$ cat config.mk
export PLATFORM = sky130hd
export DESIGN_NAME = scytale_transposition
export DESIGN_NICKNAME = d
export VERILOG_FILES = /design/src/rtl/scy_pkg.sv /design/src/rtl/scy_ram.sv /design/src/rtl/scy_front.sv /design/src/rtl/scy_job_queue.sv /design/src/rtl/scy_back.sv /design/src/rtl/scytale_transposition.sv
export SDC_FILE = /design/constraint.sdc
export NUM_CORES = 1
export LEC_CHECK = 0
export BUFFER_PORTS_ARGS = -buffer_cell sky130_fd_sc_hd__buf_2
export CAP_MARGIN = 20
export CORE_ASPECT_RATIO = 0.7
export CORE_UTILIZATION = 30
export CTS_BUF_LIST = sky130_fd_sc_hd__clkbuf_16
export DETAILED_ROUTE_END_ITERATION = 16
export HOLD_SLACK_MARGIN = 0.12
export SYNTH_ARGS = -nofsm -noshare
export SYNTH_HDL_FRONTEND = slang
export SYNTH_HIERARCHICAL = 1
export SYNTH_SLANG_ARGS = --single-unit
$ cat constraint.sdc
create_clock -name clk -period 9.9 [get_ports clk]
set_clock_uncertainty 0.2 [all_clocks]
set_input_delay 1.98 -clock clk [delete_from_list [all_inputs] [get_ports clk]]
set_output_delay 1.98 -clock clk [all_outputs]
set_load 0.02 [all_outputs]
$ cat src/rtl/scy_pkg.sv
`default_nettype none
package scy_pkg;

    // Largest message the grid holds
    localparam int unsigned MAX_LEN_DEF = 64;
    // Width of the key register and of every length count (holds 0..127)
    localparam int unsigned KEY_W = 7;
    localparam int unsigned LEN_W = 7;
    localparam logic [KEY_W-1:0] KEY_RESET = 7'd5;

    localparam int unsigned DATA_W = 8;
    localparam int unsigned APB_AW = 3;
    localparam int unsigned APB_DW = 32;

    // Register index as decoded from the APB address
    localparam logic REG_KEY_WIDTH = 1'b0;

    // One finished message, handed from the load side to the emit side
    typedef struct packed {
        logic             bank;
        logic             trunc;
        logic [LEN_W-1:0] len;
    } job_t;

endpackage
`default_nettype wire

$ cat src/rtl/scy_ram.sv
`default_nettype none
module scy_ram #(
    parameter int unsigned WIDTH = 8,
    parameter int unsigned DEPTH = 128
) (
    input  wire logic                     clk,
    input  wire logic                     we,
    input  wire logic [$clog2(DEPTH)-1:0] waddr,
    input  wire logic [WIDTH-1:0]         wdata,
    input  wire logic [$clog2(DEPTH)-1:0] raddr,
    output logic      [WIDTH-1:0]         rdata
);

    logic [WIDTH-1:0] mem_reg [DEPTH];
    logic [WIDTH-1:0] rdata_reg;

    always_ff @(posedge clk)
    begin
        if (we)
        begin
            mem_reg[waddr] <= wdata;
        end
        rdata_reg <= mem_reg[raddr];
    end

    assign rdata = rdata_reg;

endmodule
`default_nettype wire

$ cat src/rtl/scy_front.sv
`default_nettype none
module scy_front #(
    parameter int unsigned MAX_LEN = scy_pkg::MAX_LEN_DEF
) (
    input  wire logic                              clk,
    input  wire logic                              rst_n,
    input  wire logic                              s_tvalid,
    output logic                                   s_tready,
    input  wire logic [scy_pkg::DATA_W-1:0]        s_tdata,
    input  wire logic                              s_tlast,
    input  wire logic                              room,
    output logic                                   ram_we,
    output logic [$clog2(MAX_LEN):0]               ram_waddr,
    output logic [scy_pkg::DATA_W-1:0]             ram_wdata,
    output logic                                   job_push,
    output scy_pkg::job_t                          job
);

    localparam int unsigned AW = $clog2(MAX_LEN);
    localparam logic [scy_pkg::LEN_W-1:0] FULL = scy_pkg::LEN_W'(MAX_LEN);

    logic [scy_pkg::LEN_W-1:0] count_reg, count_next;
    logic                      ovf_reg, ovf_next;
    logic                      bank_reg, bank_next;
    logic                      accept;
    logic                      store;
    logic [scy_pkg::LEN_W-1:0] len_now;

    assign s_tready = room;
    assign accept   = s_tvalid && s_tready;
    assign store    = accept && (count_reg < FULL);
    assign len_now  = store ? count_reg + 1'b1 : count_reg;

    assign ram_we    = store;
    assign ram_waddr = {bank_reg, count_reg[AW-1:0]};
    assign ram_wdata = s_tdata;

    assign job_push  = accept && s_tlast;
    assign job.bank  = bank_reg;
    assign job.trunc = ovf_reg || (accept && !store);
    assign job.len   = len_now;

    always_comb
    begin
        count_next = count_reg;
        ovf_next   = ovf_reg;
        bank_next  = bank_reg;
        if (accept)
        begin
            if (s_tlast)
            begin
                // close the message and move to the other bank
                count_next = '0;
                ovf_next   = 1'b0;
                bank_next  = !bank_reg;
            end
            else
            begin
                count_next = len_now;
                ovf_next   = ovf_reg || !store;
            end
        end
    end

    always_ff @(posedge clk or negedge rst_n)
    begin
        if (!rst_n)
        begin
            count_reg <= '0;
            ovf_reg   <= 1'b0;
            bank_reg  <= 1'b0;
        end
        else
        begin
            count_reg <= count_next;
            ovf_reg   <= ovf_next;
            bank_reg  <= bank_next;
        end
    end

endmodule
`default_nettype wire

$ cat src/rtl/scy_job_queue.sv
`default_nettype none
module scy_job_queue (
    input  wire logic          clk,
    input  wire logic          rst_n,
    input  wire logic          push,
    input  scy_pkg::job_t      push_job,
    input  wire logic          pop,
    output logic               head_valid,
    output scy_pkg::job_t      head,
    output logic [1:0]         count
);

    scy_pkg::job_t slot0_reg, slot1_reg;
    logic [1:0]    count_reg, count_next;
    logic [1:0]    after_pop;

    assign head_valid = (count_reg != 2'd0);
    assign head       = slot0_reg;
    assign count      = count_reg;
    assign after_pop  = count_reg - {1'b0, pop};
    assign count_next = after_pop + {1'b0, push};

    always_ff @(posedge clk)
    begin
        if (push && (after_pop == 2'd0))
        begin
            slot0_reg <= push_job;
        end
        else if (pop)
        begin
            slot0_reg <= slot1_reg;
        end
        if (push && (after_pop != 2'd0))
        begin
            slot1_reg <= push_job;
        end
    end

    always_ff @(posedge clk or negedge rst_n)
    begin
        if (!rst_n)
        begin
            count_reg <= '0;
        end
        else
        begin
            count_reg <= count_next;
        end
    end

endmodule
`default_nettype wire

$ cat src/rtl/scy_back.sv
`default_nettype none
module scy_back #(
    parameter int unsigned MAX_LEN = scy_pkg::MAX_LEN_DEF
) (
    input  wire logic                         clk,
    input  wire logic                         rst_n,
    input  wire logic [scy_pkg::KEY_W-1:0]    key_width,
    input  wire logic                         job_valid,
    input  scy_pkg::job_t                     job,
    output logic                              job_pop,
    output logic                              busy,
    output logic [$clog2(MAX_LEN):0]          ram_raddr,
    input  wire logic [scy_pkg::DATA_W-1:0]   ram_rdata,
    output logic                              m_tvalid,
    input  wire logic                         m_tready,
    output logic [scy_pkg::DATA_W-1:0]        m_tdata,
    output logic                              m_tlast,
    output logic                              m_tuser
);

    localparam int unsigned AW = $clog2(MAX_LEN);
    localparam int unsigned LW = scy_pkg::LEN_W;
    localparam int unsigned SW = (LW > scy_pkg::KEY_W ? LW : scy_pkg::KEY_W) + 1;

    typedef struct packed {
        logic [scy_pkg::DATA_W-1:0] data;
        logic                       last;
        logic                       trunc;
    } beat_t;

    logic          busy_reg;
    logic          bank_reg;
    logic          trunc_reg;
    logic [LW-1:0] len_reg;
    logic [LW-1:0] col_reg;
    logic [LW-1:0] addr_reg;
    logic [LW-1:0] cnt_reg;
    logic          infl_reg;
    logic          infl_last_reg;
    logic          infl_trunc_reg;
    beat_t         slot0_reg, slot1_reg;
    logic [1:0]    fcount_reg, fcount_next;
    logic [1:0]    after_pop;

    logic [scy_pkg::KEY_W-1:0] key_eff;
    logic [SW-1:0]             step_sum;
    logic [LW-1:0]             cnt_plus;
    logic [LW-1:0]             col_plus;
    logic                      pop;
    logic [2:0]                occupancy;
    logic                      issue;
    logic                      last_issue;
    beat_t                     new_beat;

    // a zero key behaves as a key of one
    assign key_eff   = (key_width == '0) ? scy_pkg::KEY_W'(1) : key_width;
    assign step_sum  = SW'(addr_reg) + SW'(key_eff);
    assign cnt_plus  = cnt_reg + 1'b1;
    assign col_plus  = col_reg + 1'b1;

    assign pop       = m_tvalid && m_tready;
    assign occupancy = 3'(fcount_reg) + 3'(infl_reg) - 3'(pop);
    assign issue     = busy_reg && (occupancy < 3'd2);
    assign last_issue = issue && (cnt_plus == len_reg);

    assign job_pop   = !busy_reg && job_valid;
    assign busy      = busy_reg;
    assign ram_raddr = {bank_reg, addr_reg[AW-1:0]};

    assign new_beat.data  = ram_rdata;
    assign new_beat.last  = infl_last_reg;
    assign new_beat.trunc = infl_trunc_reg;

    assign m_tvalid = (fcount_reg != 2'd0);
    assign m_tdata  = slot0_reg.data;
    assign m_tlast  = slot0_reg.last;
    assign m_tuser  = slot0_reg.trunc;

    assign after_pop   = fcount_reg - {1'b0, pop};
    assign fcount_next = after_pop + {1'b0, infl_reg};

    // job bookkeeping, read-in-flight flag and output beat count
    always_ff @(posedge clk or negedge rst_n)
    begin
        if (!rst_n)
        begin
            busy_reg   <= 1'b0;
            infl_reg   <= 1'b0;
            fcount_reg <= '0;
        end
        else
        begin
            infl_reg   <= issue;
            fcount_reg <= fcount_next;
            if (job_pop)
            begin
                busy_reg <= 1'b1;
            end
            else if (last_issue)
            begin
                busy_reg <= 1'b0;
            end
        end
    end

    always_ff @(posedge clk)
    begin
        if (job_pop)
        begin
            bank_reg  <= job.bank;
            trunc_reg <= job.trunc;
            len_reg   <= job.len;
            col_reg   <= '0;
            addr_reg  <= '0;
            cnt_reg   <= '0;
        end
        else if (issue)
        begin
            cnt_reg <= cnt_plus;
            if (step_sum >= SW'(len_reg))
            begin
                // column done: start the next one at the top row
                col_reg  <= col_plus;
                addr_reg <= col_plus;
            end
            else
            begin
                addr_reg <= step_sum[LW-1:0];
            end
        end
        if (issue)
        begin
            infl_last_reg  <= last_issue;
            infl_trunc_reg <= trunc_reg;
        end
        if (infl_reg && (after_pop == 2'd0))
        begin
            slot0_reg <= new_beat;
        end
        else if (pop)
        begin
            slot0_reg <= slot1_reg;
        end
        if (infl_reg && (after_pop != 2'd0))
        begin
            slot1_reg <= new_beat;
        end
    end

endmodule
`default_nettype wire

$ cat src/rtl/scytale_transposition.sv
`default_nettype none
// Channel  | Signals                                   | Beat
// ---------+-------------------------------------------+----------------------------------
// s_*      | s_tvalid s_tready s_tdata s_tlast         | one message byte, tlast = final
// m_*      | m_tvalid m_tready m_tdata m_tlast m_tuser | one transposed byte, tuser = trunc
// APB      | psel penable pwrite paddr pwdata prdata   | key_width at address 0
//
// Input takes one byte per cycle while it has room. When the final byte lands,
// the message is queued and its L bytes leave one per cycle while m_tready is
// high; the single RAM read port sets that output rate.
// Two RAM banks let the next message load while the previous one drains; the
// input stalls only when both banks hold unsent messages.
// Reset (rst_n, asynchronous) clears counts, queue and output beats; the RAM
// needs no clearing. A stall on m_tready holds the output without loss.
module scytale_transposition #(
    parameter int unsigned MAX_LEN = scy_pkg::MAX_LEN_DEF
) (
    input  wire logic                         clk,
    input  wire logic                         rst_n,
    // slave stream
    input  wire logic                         s_tvalid,
    output logic                              s_tready,
    input  wire logic [7:0]                   s_tdata,   // [7:0] char_in
    input  wire logic                         s_tlast,   // last_in
    // master stream
    output logic                              m_tvalid,
    input  wire logic                         m_tready,
    output logic [7:0]                        m_tdata,   // [7:0] char_out
    output logic                              m_tlast,   // last_out
    output logic                              m_tuser,   // [0] truncated
    // configuration
    input  wire logic                         psel,
    input  wire logic                         penable,
    input  wire logic                         pwrite,
    input  wire logic [scy_pkg::APB_AW-1:0]   paddr,
    input  wire logic [scy_pkg::APB_DW-1:0]   pwdata,
    output logic      [scy_pkg::APB_DW-1:0]   prdata,
    output logic                              pready
);

    localparam int unsigned RAW = $clog2(MAX_LEN) + 1;

    logic [scy_pkg::KEY_W-1:0] key_reg;
    logic                      reg_sel;

    logic                      room;
    logic                      ram_we;
    logic [RAW-1:0]            ram_waddr;
    logic [scy_pkg::DATA_W-1:0] ram_wdata;
    logic [RAW-1:0]            ram_raddr;
    logic [scy_pkg::DATA_W-1:0] ram_rdata;

    logic                      job_push;
    scy_pkg::job_t             job_in;
    logic                      job_pop;
    logic                      job_valid;
    scy_pkg::job_t             job_head;
    logic [1:0]                job_count;
    logic                      back_busy;

    // APB: single register, zero wait states
    assign pready  = 1'b1;
    assign reg_sel = (paddr[2] == scy_pkg::REG_KEY_WIDTH);
    assign prdata  = reg_sel ? scy_pkg::APB_DW'(key_reg) : '0;

    always_ff @(posedge clk or negedge rst_n)
    begin
        if (!rst_n)
        begin
            key_reg <= scy_pkg::KEY_RESET;
        end
        else if (psel && penable && pwrite && pready && reg_sel)
        begin
            key_reg <= pwdata[scy_pkg::KEY_W-1:0];
        end
    end

    // a bank is free while fewer than two messages wait or drain
    assign room = (3'(job_count) + 3'(back_busy)) < 3'd2;

    scy_front #(
        .MAX_LEN (MAX_LEN)
    ) u_front (
        .clk       (clk),
        .rst_n     (rst_n),
        .s_tvalid  (s_tvalid),
        .s_tready  (s_tready),
        .s_tdata   (s_tdata),
        .s_tlast   (s_tlast),
        .room      (room),
        .ram_we    (ram_we),
        .ram_waddr (ram_waddr),
        .ram_wdata (ram_wdata),
        .job_push  (job_push),
        .job       (job_in)
    );

    // each bank spans a full power-of-two window so the bank bit never
    // lands past the end of the array
    scy_ram #(
        .WIDTH (scy_pkg::DATA_W),
        .DEPTH (2 ** RAW)
    ) u_ram (
        .clk   (clk),
        .we    (ram_we),
        .waddr (ram_waddr),
        .wdata (ram_wdata),
        .raddr (ram_raddr),
        .rdata (ram_rdata)
    );

    scy_job_queue u_queue (
        .clk        (clk),
        .rst_n      (rst_n),
        .push       (job_push),
        .push_job   (job_in),
        .pop        (job_pop),
        .head_valid (job_valid),
        .head       (job_head),
        .count      (job_count)
    );

    scy_back #(
        .MAX_LEN (MAX_LEN)
    ) u_back (
        .clk       (clk),
        .rst_n     (rst_n),
        .key_width (key_reg),
        .job_valid (job_valid),
        .job       (job_head),
        .job_pop   (job_pop),
        .busy      (back_busy),
        .ram_raddr (ram_raddr),
        .ram_rdata (ram_rdata),
        .m_tvalid  (m_tvalid),
        .m_tready  (m_tready),
        .m_tdata   (m_tdata),
        .m_tlast   (m_tlast),
        .m_tuser   (m_tuser)
    );

endmodule
`default_nettype wire
==> results.md <==
Status:
- The flow ran to the end, but the final reports show violations.
- The final reports fail on design-rule violations.

Global routing:
- The number of antenna violations at the first check in global routing is 4.
- The global routing's busiest layer is met2.
- The wire length of the first global-routing pass is roughly 150000 um.
- The remaining global-route overflow is 0.
- Global routing used about an eighth of the available tracks.
- In the global route stage, met1 resource usage came out at between 15 and 20%.
- The number of global-route vias before repair was 21200.
- Global routing consumed, on the met2 layer, about a fifth of the routing resources.
- The largest net degree at the start of global routing is roughly 150.
- In the global route stage, met3 resource usage came out at ~4.1%.

Route:
- Dividing the detail-routed wire length by the instance count gives 23.7 um.
- The via total after detailed routing is ~21000.
- The number of design rule violations left after detail routing is 6.
- The count of routing violations after the opening detailed-route iteration is just under 2000.
- The total wire length after detailed routing is around 100000 um.
- In the routed layout, each cell is associated on average with a via count of 4.92.
- The detailed-routing iteration count for the pre-antenna-repair pass is 14.
- The count of nets left with antenna violations once routing finished came out at 0.

Yosys:
- The number of distinct library cell variants in the gate-level netlist after synthesis is 70.
- After Yosys synthesis, and, or, nand and nor cells account for 3.10% of the synthesized area.
- Synthesis inferred between 1000 and 1500 register bits.
- The portion of netlist area occupied by mux cells is 18.0%.
- Synthesis produced between 2000 and 2500 cells.
- Each instance of the synthesized netlist takes up on average between 20 and 25 um2.
- The share of synthesized area in the top cell type comes to 71.8%.
- The count of flip-flops with a built-in enable after synthesis is around 1100.
- The fraction of registers with async set or reset after synthesis is just under 2%.
- After Yosys synthesis, XOR and XNOR cells account for less than 1% of the synthesized area.
- The primary flip-flop cell chosen by synthesis mapping is edfxtp_1.
- The Yosys step of the flow raised 6 warnings.
- Ranked by total cell area, the synthesized netlist is headed by edfxtp_1, mux4_2, dfxtp_1.
- Summing the areas of all compound-gate instances in the mapped netlist gives between 1 and 1.5% of the synthesized area.
- Of the synthesized area, sequential elements account for between 70 and 80%.
- The adder-cell share of the synthesized area is less than 1%.
- edfxtp_1 takes more of the synthesized area than any other cell.
- The mapped netlist covers 0.0449 mm2.
- After synthesis, the largest family of logic cells by area is multiplexers.

Place:
- Routability-driven placement finished with a final weighted congestion of 0.786.
- After detailed placement, the design holds a cell count of roughly 4000.
- OpenSTA, run right after detailed placement, puts the worst setup slack at around 4.3 ns.
- The total half-perimeter wirelength after legalization and detailed placement is 62800 um.
- During placement, the flow inserted port buffers numbering 42.

Finish:
- The layout overhead on the synthesized area is 12.8%.
- The core utilization of the finished layout is between 30% and 40%.
- The share of cells above drive strength 1 is between 20% and 30%.
- The number of filler cells placed in the layout is ~14000.
- At the end of the flow, the number of nets in the layout was 2222.
- The sequential cell area in the final layout is approximately 0.033 mm2.
- The count of inserted antenna diode cells is 0.
- Summing all multi-input logic gate instances after layout gives between 0.01 and 0.015 mm2.
- The number of flip-flops under the largest register name is roughly 1000.
- The count of non-filler cells in the finished layout is 4213.

Setup path:
- The length in cells of the worst reg-to-reg path is 6.
- Across all register-to-register paths, the minimum setup slack is ~5.2 ns.
- For the worst setup path, the data arrival time is 5.29 ns.
- The endpoint type of the worst setup path is a register.
- The startpoint of the worst register-to-register path is u_back/addr_reg[0]$_SDFFE_PP0P_.
- STA puts the critical path data required time at ~10 ns.
- The critical path launch point type is an input port.
- The critical setup path kind is input port to register.
- The worst register-to-register path ends at u_ram/rdata[4]$_DFF_P_.
- Of all nets on the critical path, the largest fanout is 23.

Timing:
- The number of slew-limit violations in the final report is 0.
- Hold is met by between 0.2 and 0.25 ns.
- The final number of hold-violating endpoints is 0.
- The setup TNS is 0 ns.
- Static timing analysis puts the maximum clock frequency at approximately 200 MHz.
- Setup repair after global routing left no endpoint under its margin.
- In this run the tightest slew margin relative to its limit is about a quarter.
- The final setup violation count is 0.
- After layout, the worst path uses between 40% and 50% of the clock period.
- The final critical path time including I/O delays and setup is 4.92 ns.
- At the pin with the least slew margin, the transition time is around 1.1 ns.
- The slack of the critical path is 4.98 ns.

Die:
- The vertical die dimension is approximately 330 um.
- The initial utilization of the core area, before any placement, comes to a little under a third.
- The floorplan step defined a die boundary enclosing 0.151 mm2.
- After floorplanning, the core was divided into between 100 and 150 placement rows.
- The I/O pin total is 96.
- The total core area is approximately 0.15 mm2.
- Measured along the x axis, the die boundary spans about 460 um.

Clock tree:
- For this design, the CTS-stage hold fixing added 0 buffers.
- The clock-pin transition on the worst setup and hold timing paths is about 0.06 ns.
- The post-cts resize count is 0.
- The clock drives approximately 1100 sinks.
- Counting the buffers created by CTS gives around 110.
- The TritonCTS clock tree is built.
- At the later pin of the worst-skew pair, clock insertion delay measures roughly 0.70 ns.
- The clock tree buffer depth is 3.
- In this run the post-CTS setup repair buffer count came out at 0.
- The number of H-tree branching levels is 3.
- The master cell of the clock root buffer is clkbuf_16.

Worst hold path:
- The path class of the lowest-slack min-delay path is register to register.
- The path with the worst hold slack has its endpoint at u_back/trunc_reg$_DFFE_PP_.
- The cell depth of the worst min-delay path is 0.
- The startpoint identified for the worst hold timing path is u_queue/head[7]$_DFFE_PP_.

Pwr:
- The leakage power summed over all cells is around 16 nW.
- The power density over cell area is 270 mW/mm2.
- The share of total power dissipated in combinational logic is between 20% and 30%.
- In this run, the clock network consumes between 20% and 30% of the power.
- The analysis attributes to net switching a power of roughly 4.2 mW.
- The cell-internal power is 9.51 mW.
- The net switching fraction of the power is 30.5%.
- The peak ir drop on the vdd network is ~0.19 mV.
- The fraction of power consumed by sequential logic is a little over two fifths.

Job:
- Max-cap violations in this run came to 0.
## synthesized netlist by cell type (3+ instances only)
master / number
nand3_1: 28
nand2_1: 38
mux2_2: 27
xnor2_1: 14
o21ai_1: 4
inv_1: 21
a21oi_1: 12
ha_1: 22
or3_1: 5
mux2_4: 9
nand2b_1: 10
nor3_1: 12
o21ai_0: 10
clkbuf_1: 51
edfxtp_1: 1073
a21o_1: 4
dfrtp_1: 20
a211oi_1: 3
and3_1: 3
and2b_2: 7
buf_4: 63
nor2_1: 141
buf_1: 18
buf_2: 19
o211ai_1: 3
mux4_2: 336
mux2i_1: 7
dfxtp_1: 29
o311ai_2: 4
xor2_1: 16
nand4_1: 10
nor2b_1: 14
## per-layer routing
layer / share of wire, % / vias to the layer above
met3: 10 / 146
met5: 0 / -
met2: 46 / 863
met4: 1.9 / 0
li1: - / 8680
met1: 42 / 11000
## per-stage QoR
stage,power [mW],instance area (um2)
after floorplan,8.51,44900
after global placement,9.69,47100
after detailed placement,9.76,47100
after CTS,13.8,50600
after global routing,14.2,50600
final,13.7,50600
## critical path: stages
cell	delay, ns
buf_2	0.09
and2_1	0.14
ha_1	0.29
inv_1	0.10
nand2_1	0.08
fa_1	0.38
xnor2_1	0.14
nand3_1	0.70
inv_2	0.66
nand4_1	0.22
nor4_2	0.39
nor2_1	0.11
## worst max path at each step
stage	startpoint	end	slack (ns)	cells after the start
after global routing	m_tready	u_back/busy$_DFFE_PN0P_	4.72	12
final	m_tready	u_back/busy$_DFFE_PN0P_	4.98	12
after detailed placement	m_tready	u_back/busy$_DFFE_PN0P_	4.32	12
after global placement	m_tready	u_back/busy$_DFFE_PN0P_	4.40	12
after floorplan	paddr[2]	prdata[0]	5.49	1
after CTS	m_tready	u_back/busy$_DFFE_PN0P_	5.09	12
## area by class of cell
class                      instances  share of cell area, %
multi-input combinational        806                   21.0
tap                             1980                   4.89
inverter                          24                  0.178
clock inverter                    88                   1.60
clock buffer                     106                   5.24
sequential                      1124                   65.9
timing repair buffer              85                   1.13
## kinds of logic after synthesis
kind of cell,count (synthesis)
xor gates and xnor gates,30
other,2
AOI/OAI and AO/OA,59
buffers and inverters,178
DFF,1124
muxes,380
adders and majority gates,24
and+or+nand+nor,287
## placed cells by master, fill, tap and decap left out, types with 5 or more instances in the layout
| cell | n |
|---|---|
| nand2b_1 | 10 |
| nand2_1 | 38 |
| o21ai_0 | 10 |
| ha_1 | 22 |
| or3_1 | 5 |
| nor2b_1 | 14 |
| mux2_2 | 27 |
| conb_1 | 26 |
| buf_4 | 47 |
| dfrtp_1 | 20 |
| mux2i_1 | 7 |
| nand3_1 | 28 |
| xnor2_1 | 14 |
| clkbuf_16 | 106 |
| and2b_2 | 7 |
| dfxtp_1 | 25 |
| nand4_1 | 10 |
| buf_2 | 35 |
| edfxtp_1 | 1073 |
| inv_1 | 43 |
| clkinv_1 | 20 |
| mux2_4 | 9 |
| clkinvlp_4 | 5 |
| mux4_2 | 336 |
| clkinv_2 | 18 |
| nor3_1 | 12 |
| nor2_1 | 141 |
| xor2_1 | 16 |
| bufinv_16 | 13 |
| a21oi_1 | 12 |
## power by group through the flow
stage	clock (mW)	sequential (mW)	combinational, mW
6_report	4.03	5.69	3.96
5_1_grt	4.29	5.73	4.20
4_1_cts	4.12	5.70	3.97
3_5_place_dp	0	5.81	3.96
3_3_place_gp	0	5.79	3.90
2_1_floorplan	0	5.61	2.90
Power figures use the tool's default switching activity.
